<file path="src/rtl/i2cm_pkg.sv">
// ----------------------------------------------------------------------------
// i2cm_pkg
// types and constants shared by the i2c register-transfer master
// ----------------------------------------------------------------------------
package i2cm_pkg;

    typedef enum logic [4:0] {
        PH_IDLE   = 5'd0,
        PH_S1A    = 5'd1,
        PH_S1B    = 5'd2,
        PH_S2A    = 5'd3,
        PH_S2B    = 5'd4,
        PH_ADDR_L = 5'd5,
        PH_ADDR_H = 5'd6,
        PH_REG_L  = 5'd7,
        PH_REG_H  = 5'd8,
        PH_AD2_L  = 5'd9,
        PH_AD2_H  = 5'd10,
        PH_DAT_L  = 5'd11,
        PH_DAT_H  = 5'd12,
        PH_WAITB  = 5'd13,
        PH_RS0    = 5'd14,
        PH_RS1    = 5'd15,
        PH_RS2    = 5'd16,
        PH_ER0    = 5'd17,
        PH_ER1    = 5'd18,
        PH_ER2    = 5'd19,
        PH_OK0    = 5'd20,
        PH_OK1    = 5'd21,
        PH_OK2    = 5'd22
    } phase_t;

    typedef enum logic [1:0] {
        CMD_TICK  = 2'd0,
        CMD_BEGIN = 2'd1,
        CMD_WBYTE = 2'd2,
        CMD_NONE  = 2'd3
    } cmd_t;

    localparam logic CFG_QUARTER = 1'b0;
    localparam logic CFG_STRETCH = 1'b1;

    localparam logic [15:0] START_STOP_WAIT = 16'd10000;
    localparam logic [9:0]  QUARTER_RESET   = 10'd4;
    localparam logic [15:0] STRETCH_RESET   = 16'd60000;

    typedef struct packed {
        logic [1:0] command;
        logic       scl_in;
        logic       sda_in;
        logic [7:0] device_address;
        logic [7:0] register_address;
        logic [15:0] byte_count;
        logic       use_register;
        logic       is_read;
        logic [7:0] write_byte;
    } in_item_t;

    typedef struct packed {
        logic       scl_drive_low;
        logic       sda_drive_low;
        logic       busy_res;
        logic       want_write_byte;
        logic       read_valid;
        logic [7:0] read_byte;
        logic       done_res;
        logic       status;
    } out_item_t;

    typedef struct packed {
        logic [0:0]  index;
        logic [15:0] data;
    } cfg_item_t;

endpackage

</file>
<file path="src/rtl/i2cm_if.sv">
// ----------------------------------------------------------------------------
// i2cm_if
// valid/ready channel carrying one item of a given type
// ----------------------------------------------------------------------------
interface i2cm_if #(parameter type item_t = logic);
    logic  valid;
    logic  ready;
    item_t data;
    modport source (output valid, output data, input ready);
    modport sink (input valid, input data, output ready);
endinterface

</file>
<file path="src/rtl/i2cm_engine.sv">
// ----------------------------------------------------------------------------
// i2cm_engine
// per-tick transaction state machine: state registers and next-state logic
// ----------------------------------------------------------------------------
module i2cm_engine (
    input  logic                 clk,
    input  logic                 rst_n,
    input  logic                 step,
    input  i2cm_pkg::in_item_t   item,
    input  logic [9:0]           quarter_bit_ticks,
    input  logic [15:0]          stretch_limit,
    output i2cm_pkg::out_item_t  result
);
    import i2cm_pkg::*;

    phase_t      phase_reg, phase_next;
    logic [3:0]  bit_reg, bit_next;
    logic [7:0]  shift_reg, shift_next;
    logic [15:0] left_reg, left_next;
    logic [9:0]  tcnt_reg, tcnt_next;
    logic [15:0] scnt_reg, scnt_next;
    logic [17:0] req_reg, req_next;

    logic [9:0]  quarter;
    logic        qover;
    logic        rx;
    logic        nack;
    logic        ready;
    logic        ss_ready;
    logic        bit_ready;
    logic [15:0] left_dec;
    logic        rvalid;
    logic [7:0]  rbyte;
    logic        done;
    logic        stat;
    logic        sub_low;

    assign quarter  = (quarter_bit_ticks == '0) ? 10'd1 : quarter_bit_ticks;
    assign qover    = ({1'b0, tcnt_reg} + 11'd1) >= {1'b0, quarter};
    assign rx       = (phase_reg == PH_DAT_L || phase_reg == PH_DAT_H) && req_reg[17];
    assign ss_ready = item.scl_in || (scnt_reg >= START_STOP_WAIT);
    assign bit_ready = item.scl_in || (scnt_reg >= stretch_limit);
    assign left_dec = left_reg - 16'd1;

    always_comb
    begin
        logic [7:0] sh;
        logic       adv;
        phase_next = phase_reg;
        bit_next   = bit_reg;
        shift_next = shift_reg;
        left_next  = left_reg;
        tcnt_next  = tcnt_reg;
        scnt_next  = scnt_reg;
        req_next   = req_reg;
        rvalid = 1'b0;
        rbyte  = '0;
        done   = 1'b0;
        stat   = 1'b0;
        nack   = 1'b0;
        ready  = 1'b1;
        sh     = shift_reg;
        adv    = 1'b0;
        case (phase_reg)
            PH_IDLE:
            begin
                if (item.command == CMD_BEGIN)
                begin
                    req_next = {item.is_read, item.use_register,
                                item.register_address, item.device_address};
                    left_next = item.byte_count;
                    phase_next = PH_S1A;
                    tcnt_next = '0;
                    scnt_next = '0;
                end
            end
            PH_S1A, PH_S2A, PH_RS1, PH_ER1, PH_OK1:
            begin
                if (tcnt_reg == '0 && !ss_ready)
                    scnt_next = scnt_reg + 16'd1;
                else
                    adv = 1'b1;
            end
            PH_ADDR_H, PH_REG_H, PH_AD2_H, PH_DAT_H:
            begin
                if (tcnt_reg == '0)
                begin
                    ready = bit_ready;
                    if (!bit_ready)
                        scnt_next = scnt_reg + 16'd1;
                    else
                    begin
                        scnt_next = '0;
                        if (bit_reg < 4'd8)
                        begin
                            if (rx)
                                sh = {shift_reg[6:0], item.sda_in};
                        end
                        else if (!rx)
                            sh = {7'd0, item.sda_in};
                    end
                end
                shift_next = sh;
                if (ready)
                    adv = 1'b1;
            end
            PH_WAITB:
            begin
                if (item.command == CMD_WBYTE)
                begin
                    phase_next = PH_DAT_L;
                    shift_next = item.write_byte;
                    bit_next = '0;
                    tcnt_next = '0;
                    scnt_next = '0;
                end
            end
            PH_S1B, PH_S2B, PH_ADDR_L, PH_REG_L, PH_AD2_L, PH_DAT_L,
            PH_RS0, PH_RS2, PH_ER0, PH_ER2, PH_OK0, PH_OK2:
            begin
                adv = 1'b1;
            end
            default:
            begin
                phase_next = PH_IDLE;
                tcnt_next = '0;
                scnt_next = '0;
            end
        endcase

        if (adv)
        begin
            if (!qover)
                tcnt_next = tcnt_reg + 10'd1;
            else
            begin
                tcnt_next = '0;
                scnt_next = '0;
                phase_next = phase_t'(phase_reg + 5'd1);
                case (phase_reg)
                    PH_S1B:
                    begin
                        phase_next = PH_ADDR_L;
                        shift_next = req_reg[7:0];
                        bit_next = '0;
                    end
                    PH_S2B:
                    begin
                        phase_next = PH_AD2_L;
                        shift_next = req_reg[7:0] | 8'h01;
                        bit_next = '0;
                    end
                    PH_RS2:
                        phase_next = PH_S2A;
                    PH_ER2, PH_OK2:
                    begin
                        phase_next = PH_IDLE;
                        done = 1'b1;
                        stat = (phase_reg == PH_ER2);
                    end
                    PH_ADDR_H, PH_REG_H, PH_AD2_H, PH_DAT_H:
                    begin
                        if (bit_reg < 4'd8)
                        begin
                            if (!rx)
                                shift_next = {sh[6:0], 1'b0};
                            bit_next = bit_reg + 4'd1;
                            phase_next = phase_t'(phase_reg - 5'd1);
                        end
                        else
                        begin
                            nack = !rx && (sh != '0);
                            bit_next = '0;
                            if (nack && (phase_reg != PH_DAT_H || left_reg > 16'd1))
                                phase_next = PH_ER0;
                            else if (phase_reg == PH_ADDR_H && req_reg[16])
                            begin
                                phase_next = PH_REG_L;
                                shift_next = req_reg[15:8];
                            end
                            else if (phase_reg == PH_REG_H && req_reg[17])
                                phase_next = PH_RS0;
                            else if (phase_reg == PH_DAT_H)
                            begin
                                if (rx)
                                begin
                                    rvalid = 1'b1;
                                    rbyte = sh;
                                end
                                left_next = left_dec;
                                if (left_dec == '0)
                                    phase_next = PH_OK0;
                                else if (rx)
                                begin
                                    phase_next = PH_DAT_L;
                                    shift_next = '0;
                                end
                                else
                                    phase_next = PH_WAITB;
                            end
                            else if (left_reg == '0)
                                phase_next = PH_OK0;
                            else if (req_reg[17])
                            begin
                                phase_next = PH_DAT_L;
                                shift_next = '0;
                            end
                            else
                                phase_next = PH_WAITB;
                        end
                    end
                    default:
                    begin
                    end
                endcase
            end
        end
    end

    // bus drives follow the state after this tick
    always_comb
    begin
        logic rxn;
        rxn = (phase_next == PH_DAT_L || phase_next == PH_DAT_H) && req_next[17];
        sub_low = 1'b0;
        result = '0;
        case (phase_next)
            PH_S1B, PH_S2B:
                result.sda_drive_low = 1'b1;
            PH_ADDR_L, PH_REG_L, PH_AD2_L, PH_DAT_L,
            PH_ADDR_H, PH_REG_H, PH_AD2_H, PH_DAT_H:
            begin
                result.scl_drive_low = (phase_next == PH_ADDR_L || phase_next == PH_REG_L
                                     || phase_next == PH_AD2_L || phase_next == PH_DAT_L);
                if (bit_next < 4'd8)
                    sub_low = rxn ? 1'b0 : !shift_next[7];
                else
                    sub_low = rxn ? (left_next > 16'd1) : 1'b0;
                result.sda_drive_low = sub_low;
            end
            PH_WAITB:
                result.scl_drive_low = 1'b1;
            PH_RS0, PH_ER0, PH_OK0:
            begin
                result.scl_drive_low = 1'b1;
                result.sda_drive_low = 1'b1;
            end
            PH_RS1, PH_ER1, PH_OK1:
                result.sda_drive_low = 1'b1;
            default:
            begin
            end
        endcase
        result.busy_res = (phase_next != PH_IDLE);
        result.want_write_byte = (phase_next == PH_WAITB);
        result.read_valid = rvalid;
        result.read_byte = rbyte;
        result.done_res = done;
        result.status = stat;
    end

    always_ff @(posedge clk or negedge rst_n)
    begin
        if (!rst_n)
        begin
            phase_reg <= PH_IDLE;
            bit_reg   <= '0;
            shift_reg <= '0;
            left_reg  <= '0;
            tcnt_reg  <= '0;
            scnt_reg  <= '0;
            req_reg   <= '0;
        end
        else if (step)
        begin
            phase_reg <= phase_next;
            bit_reg   <= bit_next;
            shift_reg <= shift_next;
            left_reg  <= left_next;
            tcnt_reg  <= tcnt_next;
            scnt_reg  <= scnt_next;
            req_reg   <= req_next;
        end
    end

endmodule

</file>
<file path="src/rtl/i2c_master_register_transfer.sv">
// ----------------------------------------------------------------------------
// i2c_master_register_transfer
// open-drain i2c master for multi-byte register reads and writes
// ----------------------------------------------------------------------------
// Every accepted input item is one clock tick of the bus engine: it samples
// scl_in/sda_in, may carry a begin or write-byte command, and yields exactly
// one result item with the line drives and status after that tick. Throughput
// is one item per clock while results are taken, and the output register holds
// each result. A new item is taken whenever the output register is empty
// or is being emptied in the same cycle; otherwise the upstream side waits
// on the result still shown. Bit timing comes from quarter_bit_ticks (cfg
// index 0) and the stretch timeout from stretch_limit (cfg index 1).
module i2c_master_register_transfer (
    input  logic clk,
    input  logic rst_n,
    i2cm_if.sink   in_ch,
    i2cm_if.sink   cfg,
    i2cm_if.source out_ch
);
    import i2cm_pkg::*;

    logic [9:0]  quarter_reg;
    logic [15:0] stretch_reg;
    out_item_t   result;
    out_item_t   out_reg;
    logic        out_valid_reg;
    logic        take;

    // config writes always accepted
    assign cfg.ready = 1'b1;

    always_ff @(posedge clk or negedge rst_n)
    begin
        if (!rst_n)
        begin
            quarter_reg <= QUARTER_RESET;
            stretch_reg <= STRETCH_RESET;
        end
        else if (cfg.valid)
        begin
            case (cfg.data.index)
                CFG_QUARTER: quarter_reg <= cfg.data.data[9:0];
                CFG_STRETCH: stretch_reg <= cfg.data.data;
                default:
                begin
                end
            endcase
        end
    end

    // accept when the result slot is free or drains this cycle
    assign in_ch.ready = !out_valid_reg || out_ch.ready;
    assign take = in_ch.valid && in_ch.ready;

    i2cm_engine u_engine (
        .clk               (clk),
        .rst_n             (rst_n),
        .step              (take),
        .item              (in_ch.data),
        .quarter_bit_ticks (quarter_reg),
        .stretch_limit     (stretch_reg),
        .result            (result)
    );

    always_ff @(posedge clk or negedge rst_n)
    begin
        if (!rst_n)
            out_valid_reg <= 1'b0;
        else if (take)
            out_valid_reg <= 1'b1;
        else if (out_ch.ready)
            out_valid_reg <= 1'b0;
    end

    always_ff @(posedge clk)
    begin
        if (take)
            out_reg <= result;
    end

    assign out_ch.valid = out_valid_reg;
    assign out_ch.data  = out_reg;

endmodule

</file>
<file path="src/flat_wrapper.sv">
// flat-port wrapper written by rule: the top's interface ports become plain ports
module i2c_master_register_transfer_flat import i2cm_pkg::*;
  (clk, rst_n, in_ch_valid, in_ch_data, in_ch_ready, cfg_valid, cfg_data, cfg_ready, out_ch_valid, out_ch_data, out_ch_ready);
  i2cm_if #(.item_t(in_item_t)) in_ch_i ();
  i2cm_if #(.item_t(cfg_item_t)) cfg_i ();
  i2cm_if #(.item_t(out_item_t)) out_ch_i ();
  input  logic clk;
  input  logic rst_n;
  input wire logic [$bits(in_ch_i.valid)-1:0] in_ch_valid;
  input wire logic [$bits(in_ch_i.data)-1:0] in_ch_data;
  output wire logic [$bits(in_ch_i.ready)-1:0] in_ch_ready;
  input wire logic [$bits(cfg_i.valid)-1:0] cfg_valid;
  input wire logic [$bits(cfg_i.data)-1:0] cfg_data;
  output wire logic [$bits(cfg_i.ready)-1:0] cfg_ready;
  output wire logic [$bits(out_ch_i.valid)-1:0] out_ch_valid;
  output wire logic [$bits(out_ch_i.data)-1:0] out_ch_data;
  input wire logic [$bits(out_ch_i.ready)-1:0] out_ch_ready;
  assign in_ch_i.valid = in_ch_valid;
  assign in_ch_i.data = in_ch_data;
  assign in_ch_ready = in_ch_i.ready;
  assign cfg_i.valid = cfg_valid;
  assign cfg_i.data = cfg_data;
  assign cfg_ready = cfg_i.ready;
  assign out_ch_valid = out_ch_i.valid;
  assign out_ch_data = out_ch_i.data;
  assign out_ch_i.ready = out_ch_ready;
  i2c_master_register_transfer u_core (.clk(clk), .rst_n(rst_n), .in_ch(in_ch_i), .cfg(cfg_i), .out_ch(out_ch_i));
endmodule
</file>
<file path="config.mk">
export PLATFORM = sky130hd
export DESIGN_NAME = i2c_master_register_transfer_flat
export DESIGN_NICKNAME = d
export VERILOG_FILES = /design/src/rtl/i2cm_pkg.sv /design/src/rtl/i2cm_if.sv /design/src/rtl/i2cm_engine.sv /design/src/rtl/i2c_master_register_transfer.sv /design/src/flat_wrapper.sv
export SDC_FILE = /design/constraint.sdc
export NUM_CORES = 1
export LEC_CHECK = 0
export BUFFER_PORTS_ARGS = -buffer_cell sky130_fd_sc_hd__buf_2
export CORE_ASPECT_RATIO = 0.7
export CORE_MARGIN = 2
export CORE_UTILIZATION = 52
export DETAILED_ROUTE_END_ITERATION = 12
export PLACE_DENSITY = 0.68
export SYNTH_ARGS = -nofsm -noshare
export SYNTH_HDL_FRONTEND = slang
export SYNTH_SLANG_ARGS = --single-unit
</file>
<file path="constraint.sdc">
create_clock -name clk -period 5.39 [get_ports clk]
set_input_delay 1.078 -clock clk [delete_from_list [all_inputs] [get_ports clk]]
set_output_delay 1.078 -clock clk [all_outputs]
set_load 0.02 [all_outputs]
</file>
==> impl_metrics.yaml <==
outcome:
  status: "complete, no violations"
detailed_routing:
  num_vias: 8263
  via_per_inst: 6.312
  drc: 0
  wl_per_cell_um: 18.76
  drt_iter0_drc: 872
  antenna_left: 0
  routed_wl_mm: 24.56
  firstDrtPassIters: 7
clock_network:
  cts_made_buffers: 17
  clockRootBuffer: "clkbuf_16"
  cts.sinks: 119
  cts_tree: "built"
  clkTransAtPathRegs_ns: 0.06
  postCtsSetupRepairBufs: 0
  htree_levels: 4
  clock_latency_ns: 0.42
  cts_max_path_buffers: 2
  post_cts_resized: 0
  hold_buffers: 0
cells_and_area:
  final_area_sq_um: 9950
  num_antenna_cells: 0
  final_layout_size_suffix_gt1_share_pct: 20.48
  largest_reg_flops: 18
  fillers: 1492
  multi_input_area_sq_um: 5268
  area_delta_synth_final_pct: 13.65
  mostFrequentLayoutCell: "nand2_1"
  final-seq-area_sq_um: 3063
  layout_common_cells: "nand2_1, dfrtp_1, o21ai_0"
  final_nets: 1178
synthesis:
  async_flop_share_pct: 87.39
  syn_inst: 1007
  yosysWarnings: 0
  synth_ff_type: "dfrtp_1"
  synth_edf_count: 15
  ys_seq_area_share_pct: 34.99
  synth_top_area_cell: "dfrtp_1"
  ys_types: 97
  synth_fp_nets: 1114
  synthesis.area_sq_um: 8755
  synth_top_area_share_pct: 27.44
  synth-seq-cells: 119
  ys_top_cells_by_area: "dfrtp_1, ha_1, edfxtp_1, o21ai_0, mux2_2"
  syn_avg_cell_area_sq_um: 8.694
floorplanning:
  core_sq_um: 16400
  ioPinCount: 86
  die_w_um: 159.1
  std_cell_rows: 39
  dieArea_sq_um: 17910
  initial_core_util_pct: 53.40
  die_h_um: 112.6
grt:
  antenna_found_initial: 0
  overflow: 0
  grt_max_degree: 66
  grt_first_pass_wirelength_mm: 40.45
  track_usage_pct: 28.21
  grt_pass1_vias: 7652
setup_path:
  r2r_end: "u_core.out_ch.data[13]"
  cp.required_ns: 5.55
  rr_worst_depth: 21
  critPathKind: "register to register"
  regToRegSetupSlack_ns: 0.50
  critical_path.endpoint: "u_core.out_ch.data[13]"
  start_kind: "register"
  endpoint_kind: "register"
  worstPathMaxFanout: 9
  startpoint: "u_core.u_engine.tcnt_reg[0]"
  arrival_ns: 5.05
  crit-reg2reg-launch: "u_core.u_engine.tcnt_reg[0]"
place:
  dpl_cell_area_sq_um: 9400
  globalplace.congestion: 0.9386
  io_buffer_count: 84
  hpwlAfterDp_mm: 18.08
sta:
  period_share_pct: 90.65
  fmax_mhz: 204.7
  slew_headroom_pct: 30.65
  hold_viol_final: 0
  layout_min_cycle_time_ns: 4.886
  holdWs_ns: 0.5071
  worstMarginPinSlew_ns: 1.038
  fin_skew_ns: 0.009125
  finalMaxSlewViolations: 0
  finalSetupViolCount: 0
  fin_tns_setup_ns: 0
  rsz0062_at_grt: "no"
pwr:
  peakVddDrop_uv: 172.2
  power_density_nw_per_um2: 361.2
  cellLeakagePower_nw: 4.141
worst_hold_path:
  hold_class: "register to register"
job:
  drv_cap: 0
[report_power, final]
part	internal (mW)	total, mW	switching, mW
Sequential	1.11	1.39	0.284
Clock	0.621	1.06	0.442
Combinational	0.475	1.14	0.666
[kinds of logic (layout without fill, tap and decap cells)]
| group | Yosys count | count (layout) | share of synthesized area [%] |
|---|---|---|---|
| simple gates | 353 | 353 | 20.54 |
| fa+ha+maj | 39 | 39 | 5.574 |
| buf+inv | 108 | 185 | 4.974 |
| flops | 119 | 119 | 34.99 |
| mux | 47 | 47 | 5.988 |
| other cells | 1 | 1 | 0.04283 |
| compound gates | 327 | 327 | 26.60 |
| xor+xnor | 13 | 13 | 1.301 |
[metal layers]
metal  vias to the layer above  global-route usage (%)  share of wire (%)
li1                       3921                       -                  -
met4                         0                   7.515                1.1
met2                       361                   38.58                 40
met1                      3957                   44.35                 50
met5                         -                       0                  0
met3                        24                   6.208                8.4
[worst min-delay path by stage]
stage	from	endpoint	slack (ns)	cells past startpoint
final	u_core.stretch_reg[8]	u_core.stretch_reg[8]	0.51	1
after global routing	u_core.stretch_reg[7]	u_core.stretch_reg[7]	0.52	1
after CTS	u_core.u_engine.req_reg[8]	u_core.u_engine.req_reg[8]	0.51	1
after detailed placement	u_core.stretch_reg[8]	u_core.stretch_reg[8]	0.50	1
after global placement	u_core.u_engine.req_reg[8]	u_core.u_engine.req_reg[8]	0.48	1
after floorplan	u_core.u_engine.req_reg[8]	u_core.u_engine.req_reg[8]	0.47	1
[per-stage QoR]
step           util, %  power, mW  cells  worst slack [ns]
2_1_floorplan        -      2.171   1007             1.070
3_3_place_gp     57.33      2.492   1277            0.7300
3_5_place_dp     57.33      2.511   1277            0.5780
4_1_cts          60.68      3.586   1309            0.5549
5_1_grt          60.68      3.818   1309           0.02885
6_report         60.68      3.594   1309            0.5042
[critical path, cell delays in order, from the launching register on]
cell      delay [ns]
dfrtp_1         0.43
ha_1            0.26
nand3_1         0.17
nor2_1          0.30
and3_1          0.21
xor2_1          0.20
ha_1            0.28
a21oi_1         0.16
o22ai_1         0.10
a311oi_1        0.24
o31ai_1         0.12
buf_4           0.18
inv_1           0.11
nor2_1          0.08
buf_4           0.16
o41a_1          0.41
o21ai_1         0.33
and4_1          0.27
o211ai_1        0.13
a41o_1          0.25
o21ai_1         0.13
o211ai_2        0.09
[area by class of cell]
class / instances / area share, %
Sequential cell: 119 / 30.78
Tap cell: 225 / 2.829
Multi-Input combinational cell: 780 / 52.94
Clock inverter: 11 / 0.8803
Inverter: 44 / 1.660
Clock buffer: 21 / 4.640
Timing Repair Buffer: 109 / 6.263
[Yosys cell counts, types with 11 or more instances]
master	count
nand2_1	97
nor2_1	81
ha_1	39
nand3_1	41
nor4_1	14
buf_1	13
a22o_1	22
edfxtp_1	15
nand2b_1	18
o31ai_1	13
nor2b_1	11
nand4_1	11
and3_1	12
dfrtp_1	96
o221a_2	11
clkbuf_1	38
inv_1	44
o21ai_0	88
mux2_2	36
o21a_1	11
a21oi_1	50
nor3_1	21
a31oi_1	16
Note: power is estimated with default switching activity, not from simulation.
